`src/gssr_pkg.sv`:
```
package gssr_pkg;

	// Field widths fixed by the interface.
	localparam int COORD_IN_W = 13;
	localparam int MAG_W      = 9;
	localparam int COORD_W    = 14;
	localparam int DIM_W      = 12;
	localparam int PIX_W      = 8;
	localparam int SPAN_MAX   = 11;
	localparam int LOW_PIX    = 8;

	// Internal arithmetic widths, sized for the largest supported radius.
	localparam int NBASE_W    = 10;
	localparam int DIST_W     = 6;
	localparam int DIST_SHIFT = 5;
	localparam int N_W        = 12;
	localparam int MAG_BIAS   = 16;

	// Decay table: entry n is the intensity after n steps of e^(-1/16).
	localparam int LUT_DEPTH = 256;
	localparam int STEP_CAP  = 200;
	localparam longint unsigned K_Q24    = 64'd961263668779;
	localparam longint unsigned C_Q24    = 64'd15760736;
	localparam longint unsigned HALF_Q24 = 64'd8388608;

	// Queue between the front and back parts.
	localparam int QDEPTH = 2;
	localparam int PTR_W  = $clog2(QDEPTH);
	localparam int CNT_W  = $clog2(QDEPTH + 1);

	typedef logic [LUT_DEPTH-1:0][PIX_W-1:0] lut_t;

	// One classified star as handed from the front to the back.
	typedef struct packed {
		logic signed [COORD_IN_W-1:0] star_y;
		logic signed [COORD_W-1:0]    first_col;
		logic signed [NBASE_W-1:0]    n_base;
		logic [SPAN_MAX-1:0]          col_mask;
	} star_job_t;

	// Queue status seen by both sides.
	typedef struct packed {
		logic             valid;
		logic             full;
		logic [CNT_W-1:0] count;
	} q_status_t;

	function automatic lut_t build_lut();
		lut_t t;
		longint unsigned v;
		longint unsigned r;
		v = K_Q24;
		for (int i = 0; i < LUT_DEPTH; i++) begin
			r = (v + HALF_Q24) >> 24;
			t[i] = (r > 64'd255) ? 8'hFF : r[7:0];
			v = (v * C_Q24 + HALF_Q24) >> 24;
		end
		return t;
	endfunction

	localparam lut_t INT_LUT = build_lut();

	// Intensity for a decay step count; no decay saturates, long decay is zero.
	function automatic logic [PIX_W-1:0] pixel_level(input logic signed [N_W-1:0] n);
		logic [PIX_W-1:0] lv;
		if (n <= 0) begin
			lv = INT_LUT[0];
		end else if (n > STEP_CAP) begin
			lv = '0;
		end else begin
			lv = INT_LUT[n[7:0]];
		end
		return lv;
	endfunction

endpackage

```
`src/gssr_front.sv`:
```
module gssr_front import gssr_pkg::*; #(
	parameter int WINDOW_RADIUS = 5
) (
	input  logic                         clk,
	input  logic                         arst_n,
	input  logic                         star_valid,
	output logic                         star_ready,
	input  logic signed [COORD_IN_W-1:0] star_x,
	input  logic signed [COORD_IN_W-1:0] star_y,
	input  logic signed [MAG_W-1:0]      star_magnitude,
	input  logic [DIM_W-1:0]             image_width,
	input  q_status_t                    q_stat,
	output logic                         push,
	output star_job_t                    job
);

	localparam int SPAN = 2 * WINDOW_RADIUS + 1;

	logic      valid_s1;
	star_job_t job_s1;
	star_job_t job_c;

	// Classify the star: window origin, decay offset and column clipping.
	always_comb begin
		logic signed [COORD_W-1:0] col;
		job_c.star_y    = star_y;
		job_c.first_col = COORD_W'(star_x) - COORD_W'(WINDOW_RADIUS);
		job_c.n_base    = NBASE_W'(star_magnitude) - NBASE_W'(MAG_BIAS);
		for (int k = 0; k < SPAN_MAX; k++) begin
			col = job_c.first_col + COORD_W'(k);
			job_c.col_mask[k] = (k < SPAN) && (col >= 0) &&
				(col < $signed({2'b00, image_width}));
		end
	end

	assign push       = valid_s1 && !q_stat.full;
	assign star_ready = !valid_s1 || push;
	assign job        = job_s1;

	// Holding stage in front of the queue.
	always_ff @(posedge clk or negedge arst_n) begin
		if (!arst_n) begin
			valid_s1 <= 1'b0;
		end else if (star_ready) begin
			valid_s1 <= star_valid;
		end
	end

	always_ff @(posedge clk) begin
		if (star_ready && star_valid) begin
			job_s1 <= job_c;
		end
	end

endmodule

```
`src/gssr_queue.sv`:
```
module gssr_queue import gssr_pkg::*; (
	input  logic      clk,
	input  logic      arst_n,
	input  logic      push,
	input  star_job_t push_data,
	input  logic      pop,
	output star_job_t head,
	output q_status_t q_stat
);

	star_job_t        mem_q [QDEPTH];
	logic [PTR_W-1:0] wr_ptr_q;
	logic [PTR_W-1:0] rd_ptr_q;
	logic [CNT_W-1:0] count_q;

	assign head         = mem_q[rd_ptr_q];
	assign q_stat.valid = (count_q != '0);
	assign q_stat.full  = (count_q == CNT_W'(QDEPTH));
	assign q_stat.count = count_q;

	// Pointers and fill count.
	always_ff @(posedge clk or negedge arst_n) begin
		if (!arst_n) begin
			wr_ptr_q <= '0;
			rd_ptr_q <= '0;
			count_q  <= '0;
		end else begin
			if (push) begin
				wr_ptr_q <= (wr_ptr_q == PTR_W'(QDEPTH - 1)) ? '0 : wr_ptr_q + 1'b1;
			end
			if (pop) begin
				rd_ptr_q <= (rd_ptr_q == PTR_W'(QDEPTH - 1)) ? '0 : rd_ptr_q + 1'b1;
			end
			if (push && !pop) begin
				count_q <= count_q + 1'b1;
			end else if (pop && !push) begin
				count_q <= count_q - 1'b1;
			end
		end
	end

	// Entry storage.
	always_ff @(posedge clk) begin
		if (push) begin
			mem_q[wr_ptr_q] <= push_data;
		end
	end

endmodule

```
`src/gssr_back.sv`:
```
module gssr_back import gssr_pkg::*; #(
	parameter int WINDOW_RADIUS = 5
) (
	input  logic                      clk,
	input  logic                      arst_n,
	input  star_job_t                 head,
	input  q_status_t                 q_stat,
	input  logic [DIM_W-1:0]          image_height,
	output logic                      pop,
	output logic                      row_valid,
	input  logic                      row_ready,
	output logic signed [COORD_W-1:0] row_index,
	output logic signed [COORD_W-1:0] first_column,
	output logic [SPAN_MAX-1:0]       write_mask,
	output logic [LOW_PIX*PIX_W-1:0]  pixels_low,
	output logic [(SPAN_MAX-LOW_PIX)*PIX_W-1:0] pixels_high,
	output logic                      last_row
);

	localparam int SPAN  = 2 * WINDOW_RADIUS + 1;
	localparam int RW    = $clog2(SPAN);
	localparam int RDY_W = RW + 1;

	logic [RW-1:0]                   r_q;
	logic                            row_valid_q;
	logic signed [COORD_W-1:0]       row_index_q;
	logic signed [COORD_W-1:0]       first_column_q;
	logic [SPAN_MAX-1:0]             write_mask_q;
	logic [SPAN_MAX-1:0][PIX_W-1:0]  pix_q;
	logic                            last_row_q;

	logic                            advance;
	logic                            last;
	logic signed [RDY_W-1:0]         dy;
	logic signed [DIST_W-1:0]        dy6;
	logic [DIST_W-1:0]               dy_sq;
	logic signed [COORD_W-1:0]       row;
	logic                            row_in;
	logic [SPAN_MAX-1:0][PIX_W-1:0]  pix;

	assign advance = !row_valid_q || row_ready;
	assign last    = (r_q == RW'(SPAN - 1));
	assign pop     = advance && q_stat.valid && last;

	// Row geometry for the current window line.
	assign dy     = $signed({1'b0, r_q}) - RDY_W'(WINDOW_RADIUS);
	assign dy6    = DIST_W'(dy);
	assign dy_sq  = DIST_W'(dy6 * dy6);
	assign row    = COORD_W'(head.star_y) + COORD_W'(dy);
	assign row_in = (row >= 0) && (row < $signed({2'b00, image_height}));

	// One intensity lookup per window pixel; pixels past the span stay zero.
	for (genvar k = 0; k < SPAN_MAX; k++) begin : g_pix
		if (k < SPAN) begin : g_on
			localparam int DX = k - WINDOW_RADIUS;
			localparam logic [DIST_W-1:0] DX_SQ = DIST_W'(DX * DX);
			logic [DIST_W-1:0]     dist_sq;
			logic signed [N_W-1:0] n;
			assign dist_sq = DX_SQ + dy_sq;
			assign n       = N_W'(head.n_base) +
				$signed(N_W'({dist_sq, {DIST_SHIFT{1'b0}}}));
			assign pix[k]  = pixel_level(n);
		end else begin : g_off
			assign pix[k] = '0;
		end
	end

	// Row sequencer and output valid.
	always_ff @(posedge clk or negedge arst_n) begin
		if (!arst_n) begin
			row_valid_q <= 1'b0;
			r_q         <= '0;
		end else if (advance) begin
			row_valid_q <= q_stat.valid;
			if (q_stat.valid) begin
				r_q <= last ? '0 : r_q + 1'b1;
			end
		end
	end

	// Output register.
	always_ff @(posedge clk) begin
		if (advance && q_stat.valid) begin
			row_index_q    <= row;
			first_column_q <= head.first_col;
			write_mask_q   <= row_in ? head.col_mask : '0;
			pix_q          <= pix;
			last_row_q     <= last;
		end
	end

	assign row_valid    = row_valid_q;
	assign row_index    = row_index_q;
	assign first_column = first_column_q;
	assign write_mask   = write_mask_q;
	assign pixels_low   = pix_q[LOW_PIX-1:0];
	assign pixels_high  = pix_q[SPAN_MAX-1:LOW_PIX];
	assign last_row     = last_row_q;

endmodule

```
`src/gaussian_star_spot_render_unit.sv`:
```
// Gaussian star spot renderer: one star in, 2*WINDOW_RADIUS+1 window rows out.
// The first row of a star passes the front holding stage, the queue and the back
// output register. Rows go out one per cycle while row_ready is high, set by the
// row sequencer; a star gives 2*WINDOW_RADIUS+1 rows (11 at the default radius).
// Reset: arst_n clears all valid flags, the queue and the row counter, and sets
// image_width and image_height to 1400.
module gaussian_star_spot_render_unit import gssr_pkg::*; #(
	parameter int WINDOW_RADIUS = 5
) (
	input  logic                         clk,
	input  logic                         arst_n,
	input  logic                         psel,
	input  logic                         penable,
	input  logic                         pwrite,
	input  logic [2:0]                   paddr,
	input  logic [31:0]                  pwdata,
	output logic [31:0]                  prdata,
	output logic                         pready,
	input  logic                         star_valid,
	output logic                         star_ready,
	input  logic signed [COORD_IN_W-1:0] star_x,
	input  logic signed [COORD_IN_W-1:0] star_y,
	input  logic signed [MAG_W-1:0]      star_magnitude,
	output logic                         row_valid,
	input  logic                         row_ready,
	output logic signed [COORD_W-1:0]    row_index,
	output logic signed [COORD_W-1:0]    first_column,
	output logic [SPAN_MAX-1:0]          write_mask,
	output logic [LOW_PIX*PIX_W-1:0]     pixels_low,
	output logic [(SPAN_MAX-LOW_PIX)*PIX_W-1:0] pixels_high,
	output logic                         last_row
);

	localparam int SPAN = 2 * WINDOW_RADIUS + 1;
	localparam logic REG_WIDTH  = 1'b0;
	localparam logic REG_HEIGHT = 1'b1;
	localparam logic [DIM_W-1:0] DIM_RESET = 12'd1400;

	logic [DIM_W-1:0] width_q;
	logic [DIM_W-1:0] height_q;
	logic             cfg_wr;
	logic             push;
	logic             pop;
	star_job_t        front_job;
	star_job_t        head;
	q_status_t        q_stat;

	// Configuration registers.
	assign pready = 1'b1;
	assign cfg_wr = psel && penable && pwrite && pready;

	always_ff @(posedge clk or negedge arst_n) begin
		if (!arst_n) begin
			width_q  <= DIM_RESET;
			height_q <= DIM_RESET;
		end else if (cfg_wr) begin
			case (paddr[2])
				REG_WIDTH:  width_q  <= pwdata[DIM_W-1:0];
				REG_HEIGHT: height_q <= pwdata[DIM_W-1:0];
				default:    ;
			endcase
		end
	end

	always_comb begin
		case (paddr[2])
			REG_WIDTH:  prdata = {20'd0, width_q};
			REG_HEIGHT: prdata = {20'd0, height_q};
			default:    prdata = '0;
		endcase
	end

	gssr_front #(.WINDOW_RADIUS(WINDOW_RADIUS)) u_front (
		.clk            (clk),
		.arst_n         (arst_n),
		.star_valid     (star_valid),
		.star_ready     (star_ready),
		.star_x         (star_x),
		.star_y         (star_y),
		.star_magnitude (star_magnitude),
		.image_width    (width_q),
		.q_stat         (q_stat),
		.push           (push),
		.job            (front_job)
	);

	gssr_queue u_queue (
		.clk       (clk),
		.arst_n    (arst_n),
		.push      (push),
		.push_data (front_job),
		.pop       (pop),
		.head      (head),
		.q_stat    (q_stat)
	);

	gssr_back #(.WINDOW_RADIUS(WINDOW_RADIUS)) u_back (
		.clk          (clk),
		.arst_n       (arst_n),
		.head         (head),
		.q_stat       (q_stat),
		.image_height (height_q),
		.pop          (pop),
		.row_valid    (row_valid),
		.row_ready    (row_ready),
		.row_index    (row_index),
		.first_column (first_column),
		.write_mask   (write_mask),
		.pixels_low   (pixels_low),
		.pixels_high  (pixels_high),
		.last_row     (last_row)
	);

	// A window is never cut short: a taken inner row is followed by the next one.
	assert property (@(posedge clk) disable iff (!arst_n)
		row_valid && row_ready && !last_row |=> row_valid)
		else $error("window row sequence broken");

	// Consecutive rows of one window step down by one row at the same origin.
	assert property (@(posedge clk) disable iff (!arst_n)
		row_valid && row_ready && !last_row |=>
		(row_index == $past(row_index) + 14'sd1) && (first_column == $past(first_column)))
		else $error("window row geometry inconsistent");

	// Pixels beyond the window span are never written.
	assert property (@(posedge clk) disable iff (!arst_n)
		row_valid |-> ((write_mask >> SPAN) == '0))
		else $error("mask set beyond window span");

	// The queue never holds more items than it has entries.
	assert property (@(posedge clk) disable iff (!arst_n)
		q_stat.count <= CNT_W'(QDEPTH))
		else $error("queue overfilled");

endmodule

```
`config.mk`:
```
export PLATFORM = sky130hd
export DESIGN_NAME = gaussian_star_spot_render_unit
export DESIGN_NICKNAME = d
export VERILOG_FILES = /design/src/gssr_pkg.sv /design/src/gssr_front.sv /design/src/gssr_queue.sv /design/src/gssr_back.sv /design/src/gaussian_star_spot_render_unit.sv
export SDC_FILE = /design/constraint.sdc
export NUM_CORES = 1
export LEC_CHECK = 0
export BUFFER_PORTS_ARGS = -buffer_cell sky130_fd_sc_hd__buf_2
export CORE_MARGIN = 2
export CORE_UTILIZATION = 40
export CTS_CLUSTER_DIAMETER = 150
export DETAILED_ROUTE_END_ITERATION = 6
export SYNTH_ARGS = -nofsm -noshare
export SYNTH_HDL_FRONTEND = slang
export SYNTH_SLANG_ARGS = --single-unit
```
`constraint.sdc`:
```
create_clock -name clk -period 7.5 [get_ports clk]
set_clock_uncertainty 0.15 [all_clocks]
set_input_delay 0 -clock clk [delete_from_list [all_inputs] [get_ports clk]]
set_output_delay 0 -clock clk [all_outputs]
set_load 0.02 [all_outputs]
```
==> flow_summary.ini, run 1 <==
[timing]
fmax_mhz = 144
rsz0062_at_grt = false
post-route-period-util_pct = 92.8
setup_tns_ns = 0
hold_violations = 0
setup_viol = 0
slew_headroom_pct = 22.9
worst_pin_slew_ns = 1.15
finalCriticalPeriod_ns = 6.96
maxSlewViolCount = 0

[cts]
cts_max_path_buffers = 3
cts_buffers = 29
root_buffer = clkbuf_16
cts.sinks = 266
htree_levels = 1
clk_pin_slew_ns = 0.06
cts_tree = done
cts_setup_buffers = 0
clk_latency_ns = 0.58

[yosys]
ys_types = 76
ys_seq_area_share_pct = 43.3
syn_area_per_cell_sq_um = 10.5
synth_edf_count = 232
yosys.area.top_type_share_pct = 38.6
ys_warn_count = 0
synth_top_cell_by_area = edfxtp_1
synth_cells = 1713
synth_seq_cells = 266
ys_top_cells_by_area = edfxtp_1 (39%), ha_1 (13%), xnor2_1 (6.7%), mux2_2 (3.8%), a21oi_1 (3.0%)
ys_async_sr_fraction_pct = 12.8
syn_area_sq_um = 18100
synthFlopType = edfxtp_1

[route]
drt_iter0_markers = 788
vias = 13600
vias_per_cell = 5.37
drc = 0
routed_wl_mm = 47.6
first_pass_iters = 5
wl_per_cell_um = 18.8
ant_nets = 0

[setup_path]
crit_fanout = 9
path_buf_inv = 4
arrival_ns = 7.24
critPathCaptureType = flip-flop
r2r_cells = 24
cpPeakStageDelay_ns = 0.54
startpoint_type = flip-flop
r2r-start = u_back.r_q[0]
cp_cell_sequence = inv_1, ha_1, inv_1, a21oi_1, inv_1, nor2_1, fa_1, fa_1, fa_1, inv_1, fa_1, xor2_1, xnor2_1, xnor2_1, xnor2_1, xnor2_1, ha_1, xor2_1, or4_1, a21oi_1, nor3_1, and2_1, a41oi_1, a31o_2
crit_type = reg2reg
path_delay_family = adder cells
r2r_end = u_back.pixels_low[27]
rrSetupSlack_ns = 0.54
crit_slowest_cell = xnor2_1
cp.required_ns = 7.78

[global_routing]
grtUsageTotal_pct = 20.0
overflow = 0
met3_usage_pct = 2.19
grt_max_degree = 57
grt_pass1_wl_mm = 74.3
grt_util_met2_pct = 35.3
antenna_found_initial = 1
grt_pass1_vias = 13300
top_usage_layer = met2
grt.met1_usage_pct = 25.3

[layout]
n_antenna_cell = 0
area_delta_synth_final_pct = 16.5
num-nets-final = 2192
num-fill-cells = 4085
layout-drive-gt1-share_pct = 19.4

[run]
max-cap-violations = 0

[floorplanning]
rows = 77
coreArea_sq_um = 44400
io_pins = 240
die_w_um = 217
dieArea_sq_um = 46900
start_util_pct = 40.7
die_h_um = 217

[outcome]
status = finished, final reports clean

[worst_hold_path]
min_to = u_front.job[12]
hp-class = in2reg
hold_depth = 2
min-delay-start = star_magnitude[1]

[placement]
routabilityCongestion = 0.920
portBuffers = 196
dpl.hpwl_mm = 34.3
-- cell usage in the layout, fill, tap and decap left out, types with 8 or more instances in the layout --
master / netlist / layout
a211oi_1: 10 / 10
a21o_1: 34 / 34
a21oi_1: 110 / 110
a31oi_1: 15 / 15
buf_2: 1 / 196
buf_4: 61 / 19
clkbuf_16: 0 / 29
conb_1: 2 / 22
dfrtp_1: 22 / 21
dfstp_2: 12 / 12
dlygate4sd3_1: 0 / 62
edfxtp_1: 232 / 232
ha_1: 185 / 185
inv_1: 87 / 87
mux2_2: 61 / 61
mux2i_1: 24 / 24
nand2_1: 104 / 104
nand2b_1: 17 / 17
nand3_1: 32 / 32
nand4_1: 8 / 8
nor2_1: 112 / 111
nor2b_1: 15 / 15
nor3_1: 31 / 31
nor4_1: 22 / 22
o211ai_1: 13 / 13
o21a_1: 12 / 12
o21ai_0: 108 / 108
o31ai_1: 10 / 9
or2_2: 10 / 10
or3_1: 9 / 9
xnor2_1: 138 / 137
xor2_1: 17 / 15
-- per-stage QoR --
step	cells	utilization (%)	setup WS, ns	hold WS, ns	area, sq um
after floorplan	1733	-	0.631	-0.446	18100
after global placement	2421	43.6	0.684	0.00725	19400
after detailed placement	2421	43.6	0.472	0.0135	19400
after CTS	2537	47.4	0.400	0.00492	21000
after global routing	2537	47.4	0.00877	0.0195	21100
final	2537	47.4	0.539	0.0395	21100
-- sequential cells by signal, indices dropped and copies added, names as in the netlist --
| register | cells |
|---|---|
| width_q | 12 |
| u_back.write_mask | 11 |
| u_back.row_index | 14 |
| u_front.job | 48 |
| u_front.valid_s1 | 1 |
| u_back.r_q | 4 |
| u_queue.count_q | 2 |
| u_back.last_row | 1 |
| u_back.first_column | 14 |
| u_back.pixels_low | 48 |
| u_queue.rd_ptr_q | 1 |
| height_q | 12 |
| u_queue.mem_q | 96 |
| u_back.row_valid | 1 |
| u_queue.wr_ptr_q | 1 |
-- worst reg2reg max path: cells and delay by family, from the launching register on --
family	cells	cell delay, ns
flip-flops	1	0.50
adder cells (fa/ha/maj)	6	2.52
buffers and inverters	4	0.36
XOR/XNOR	6	1.35
AND/OR/NAND/NOR	4	0.97
AO/OA/AOI/OAI	4	0.94
-- per-layer routing --
layer | part of all wire (%) | vias up | wire (um)
met1 | 43 | 6516 | 20600
met2 | 49 | 388 | 23400
met4 | 3.1 | 0 | 1490
met3 | 4.4 | 93 | 2090
met5 | 0 | - | 0
li1 | - | 6619 | -
-- cell usage after synthesis (10+ instances only) --
| cell type | count |
|---|---|
| nor2_1 | 112 |
| mux2_2 | 61 |
| ha_1 | 185 |
| nor3_1 | 31 |
| dfstp_2 | 12 |
| dfrtp_1 | 22 |
| edfxtp_1 | 232 |
| nand2b_1 | 17 |
| o31ai_1 | 10 |
| nand2_1 | 104 |
| xnor2_1 | 138 |
| o211ai_1 | 13 |
| nor2b_1 | 15 |
| o21a_1 | 12 |
| xor2_1 | 17 |
| a21oi_1 | 110 |
| nor4_1 | 22 |
| or2_2 | 10 |
| a21o_1 | 34 |
| buf_4 | 61 |
| o21ai_0 | 108 |
| nand3_1 | 32 |
| inv_1 | 87 |
| a31oi_1 | 15 |
| mux2i_1 | 24 |
| clkbuf_1 | 48 |
| a211oi_1 | 10 |
-- cell type report --
cell class | instances | area [sq um] | share of cell area [%]
Multi-Input combinational cell | 1254 | 9330 | 44.3
Sequential cell | 266 | 7840 | 37.2
Clock inverter | 22 | 295 | 1.40
Inverter | 94 | 355 | 1.69
Timing Repair Buffer | 278 | 1760 | 8.38
Tap cell | 592 | 741 | 3.52
Clock buffer | 31 | 733 | 3.48
-- worst max-delay path by stage --
stage | slack (ns) | startpoint | cells past startpoint | endpoint
3_5_place_dp | 0.47 | u_back.r_q[0] | 23 | u_back.pixels_low[30]
3_3_place_gp | 0.68 | u_back.r_q[0] | 23 | u_back.pixels_low[31]
6_report | 0.54 | u_back.r_q[0] | 24 | u_back.pixels_low[27]
2_1_floorplan | 0.63 | u_back.r_q[0] | 23 | u_back.pixels_low[29]
4_1_cts | 0.40 | u_back.r_q[0] | 23 | u_back.pixels_low[29]
5_1_grt | 0.009 | u_back.r_q[0] | 24 | u_back.pixels_low[27]
-- cell families after synthesis --
| kind of cell | synth area share (%) |
|---|---|
| compound gates | 13.9 |
| xor+xnor | 7.51 |
| fa+ha+maj | 13.6 |
| buf+inv | 5.70 |
| flops | 43.3 |
| mux | 5.19 |
| other cells | 0.0416 |
| simple gates | 10.7 |
-- repair_timing --
item | in CTS | in global routing
resized for setup | 0 | 1
hold buffers | 63 | 0
endpoints found under the setup margin | 0 | 8
endpoints found under the hold margin | 91 | 0
Power of run 1 is not shown: default switching activity piles up to over one toggle a cycle in this logic, so the estimate is an artifact.
==> inputs of run 2 (changes only) <==
Settings changed: SYNTH_HIERARCHICAL set to 1.
==> flow_summary.ini, run 2 <==
[setup_path]
path_delay_family = adder cells
crit_fanout = 8
startpoint_type = flip-flop
cp_cell_sequence = inv_1, ha_1, inv_1, a21oi_1, and2_1, fa_1, fa_1, fa_1, inv_1, fa_1, xnor2_1, xnor2_1, xnor2_1, xnor2_2, xnor2_1, ha_1, and3b_1, a2111oi_0, o311ai_1, a2111oi_4, nand2_2, o21ai_1
path_buf_inv = 3
arrival_ns = 7.07
crit_type = reg2reg
crit_slowest_cell = fa_1
critPathCaptureType = flip-flop
cp.required_ns = 7.78
cpPeakStageDelay_ns = 0.52

[cts]
root_buffer = clkbuf_16
cts_tree = done
cts_max_path_buffers = 3
htree_levels = 1
clk_pin_slew_ns = 0.06
cts.sinks = 266
clk_latency_ns = 0.58
cts_setup_buffers = 0
cts_buffers = 29

[global_routing]
grt_pass1_vias = 13100
antenna_found_initial = 0
overflow = 0
grtUsageTotal_pct = 19.2
grt_pass1_wl_mm = 71.9
grt_max_degree = 92

[route]
drt_iter0_markers = 882
vias = 13200
first_pass_iters = 5
vias_per_cell = 5.32
wl_per_cell_um = 18.7
ant_nets = 0
routed_wl_mm = 46.2
drc = 0

[timing]
fmax_mhz = 147
finalCriticalPeriod_ns = 6.79
post-route-period-util_pct = 90.6
hold_violations = 0
rsz0062_at_grt = false
slew_headroom_pct = 21.3
worst_pin_slew_ns = 1.18
setup_viol = 0
setup_tns_ns = 0
maxSlewViolCount = 0

[layout]
layout-drive-gt1-share_pct = 21.2
layout_common_cells = edfxtp_1 (232), buf_2 (196), ha_1 (190)
num-nets-final = 2127
multiInputGateArea_sq_um = 9360
n_antenna_cell = 0
layout.area.seq_sq_um = 7830
area_delta_synth_final_pct = 15.6
num-fill-cells = 4190
final_common_cell = edfxtp_1
largest_reg_flops = 96
top_register = u_queue/mem_q

[yosys]
syn_area_per_cell_sq_um = 11.1
synth_cells = 1637
yosys-top-cells-count = edfxtp_1 (232), ha_1 (190), xnor2_1 (115), nor2_1 (95), inv_1 (89)
ys_async_sr_fraction_pct = 12.8
yosysMostFrequentCell = edfxtp_1
ys_top_cells_by_area = edfxtp_1 (38%), ha_1 (13%), xnor2_1 (5.5%), mux2_2 (4.3%), dfrtp_1 (3.0%)
yosys.area.top_type_share_pct = 38.3
ys_seq_area_share_pct = 43.0
synth_seq_cells = 266
synthFlopType = edfxtp_1
synth_top_cell_by_area = edfxtp_1
synth_edf_count = 232
ys_warn_count = 6
syn_area_sq_um = 18200
ys_types = 99

[outcome]
status = finished, final reports clean

[floorplanning]
dieArea_sq_um = 47200
die_h_um = 217
io_pins = 240
start_util_pct = 40.3
coreArea_sq_um = 45200
rows = 78
die_w_um = 217

[placement]
dpl.hpwl_mm = 33.2
portBuffers = 196
routabilityCongestion = 0.903

[run]
max-cap-violations = 0

[worst_hold_path]
hp-class = in2reg
[run 2: metrics by stage]
stage	utilization (%)	area, sq um	worst slack, ns	instances	hold slack (ns)
4_1_cts	46.6	21000	0.488	2475	0.00172
3_5_place_dp	42.9	19400	0.528	2349	0.00136
5_1_grt	46.6	21000	0.183	2475	0.0234
2_1_floorplan	-	18300	0.804	1656	-0.446
6_report	46.6	21000	0.708	2475	0.0186
3_3_place_gp	42.9	19400	0.719	2349	-0.0147
[run 2: cell type report]
cell class                      count  area share [%]
Multi-Input combinational cell   1178            44.5
Sequential cell                   266            37.2
Timing Repair Buffer              287            8.82
Tap cell                          600            3.57
Clock buffer                       34            3.54
Inverter                           91            1.63
Clock inverter                     19           0.761
[run 2: logic make-up after synthesis]
group	count (synthesis)	synth area share, %
multiplexers	97	6.43
flip-flops	266	43.0
buffers and inverters	212	6.10
other	3	0.0619
adder cells (fa/ha/maj)	198	13.9
AND/OR/NAND/NOR	345	9.96
XOR/XNOR	147	7.07
AO/OA/AOI/OAI	369	13.5
[run 2: repair_timing]
item                       4_1_cts  5_1_grt
setup endpoints to repair        0        3
gates resized for setup          0        1
hold endpoints to repair        94        0
hold buffers                    73        0
[run 2: worst register-to-register path, stage by stage, from the launching register on]
cell	delay [ns]
dfrtp_1	0.38
inv_1	0.23
ha_1	0.27
inv_1	0.05
a21oi_1	0.33
and2_1	0.29
fa_1	0.45
fa_1	0.51
fa_1	0.52
inv_1	0.06
fa_1	0.43
xnor2_1	0.18
xnor2_1	0.15
xnor2_1	0.12
xnor2_2	0.36
xnor2_1	0.17
ha_1	0.42
and3b_1	0.20
a2111oi_0	0.40
o311ai_1	0.25
a2111oi_4	0.37
nand2_2	0.19
o21ai_1	0.18
[run 2: path summary, 6_finish.rpt]
path	start	to	slack (ns)	cells after the start
min reg2reg	u_front/job[46]	u_queue/mem_q[0][46]	0.29	0
min in group asynchronous	arst_n	width_q[8]	0.54	3
max	u_back/r_q[0]	u_back/pixels_low[1]	0.71	22
max in group asynchronous	arst_n	width_q[2]	6.46	4
min	pwrite	height_q[8]	0.02	3
max reg2reg	u_back/r_q[0]	u_back/pixels_low[1]	0.71	22
[run 2: routing by layer]
metal | GRT usage (%) | vias to the layer above | part of all wire, %
li1 | - | 6382 | -
met1 | 24.5 | 6337 | 44
met2 | 33.9 | 370 | 49
met3 | 2.01 | 85 | 4.1
met4 | 6.53 | 0 | 3.2
met5 | 0 | - | 0
Power of run 2 is left out for the same reason.
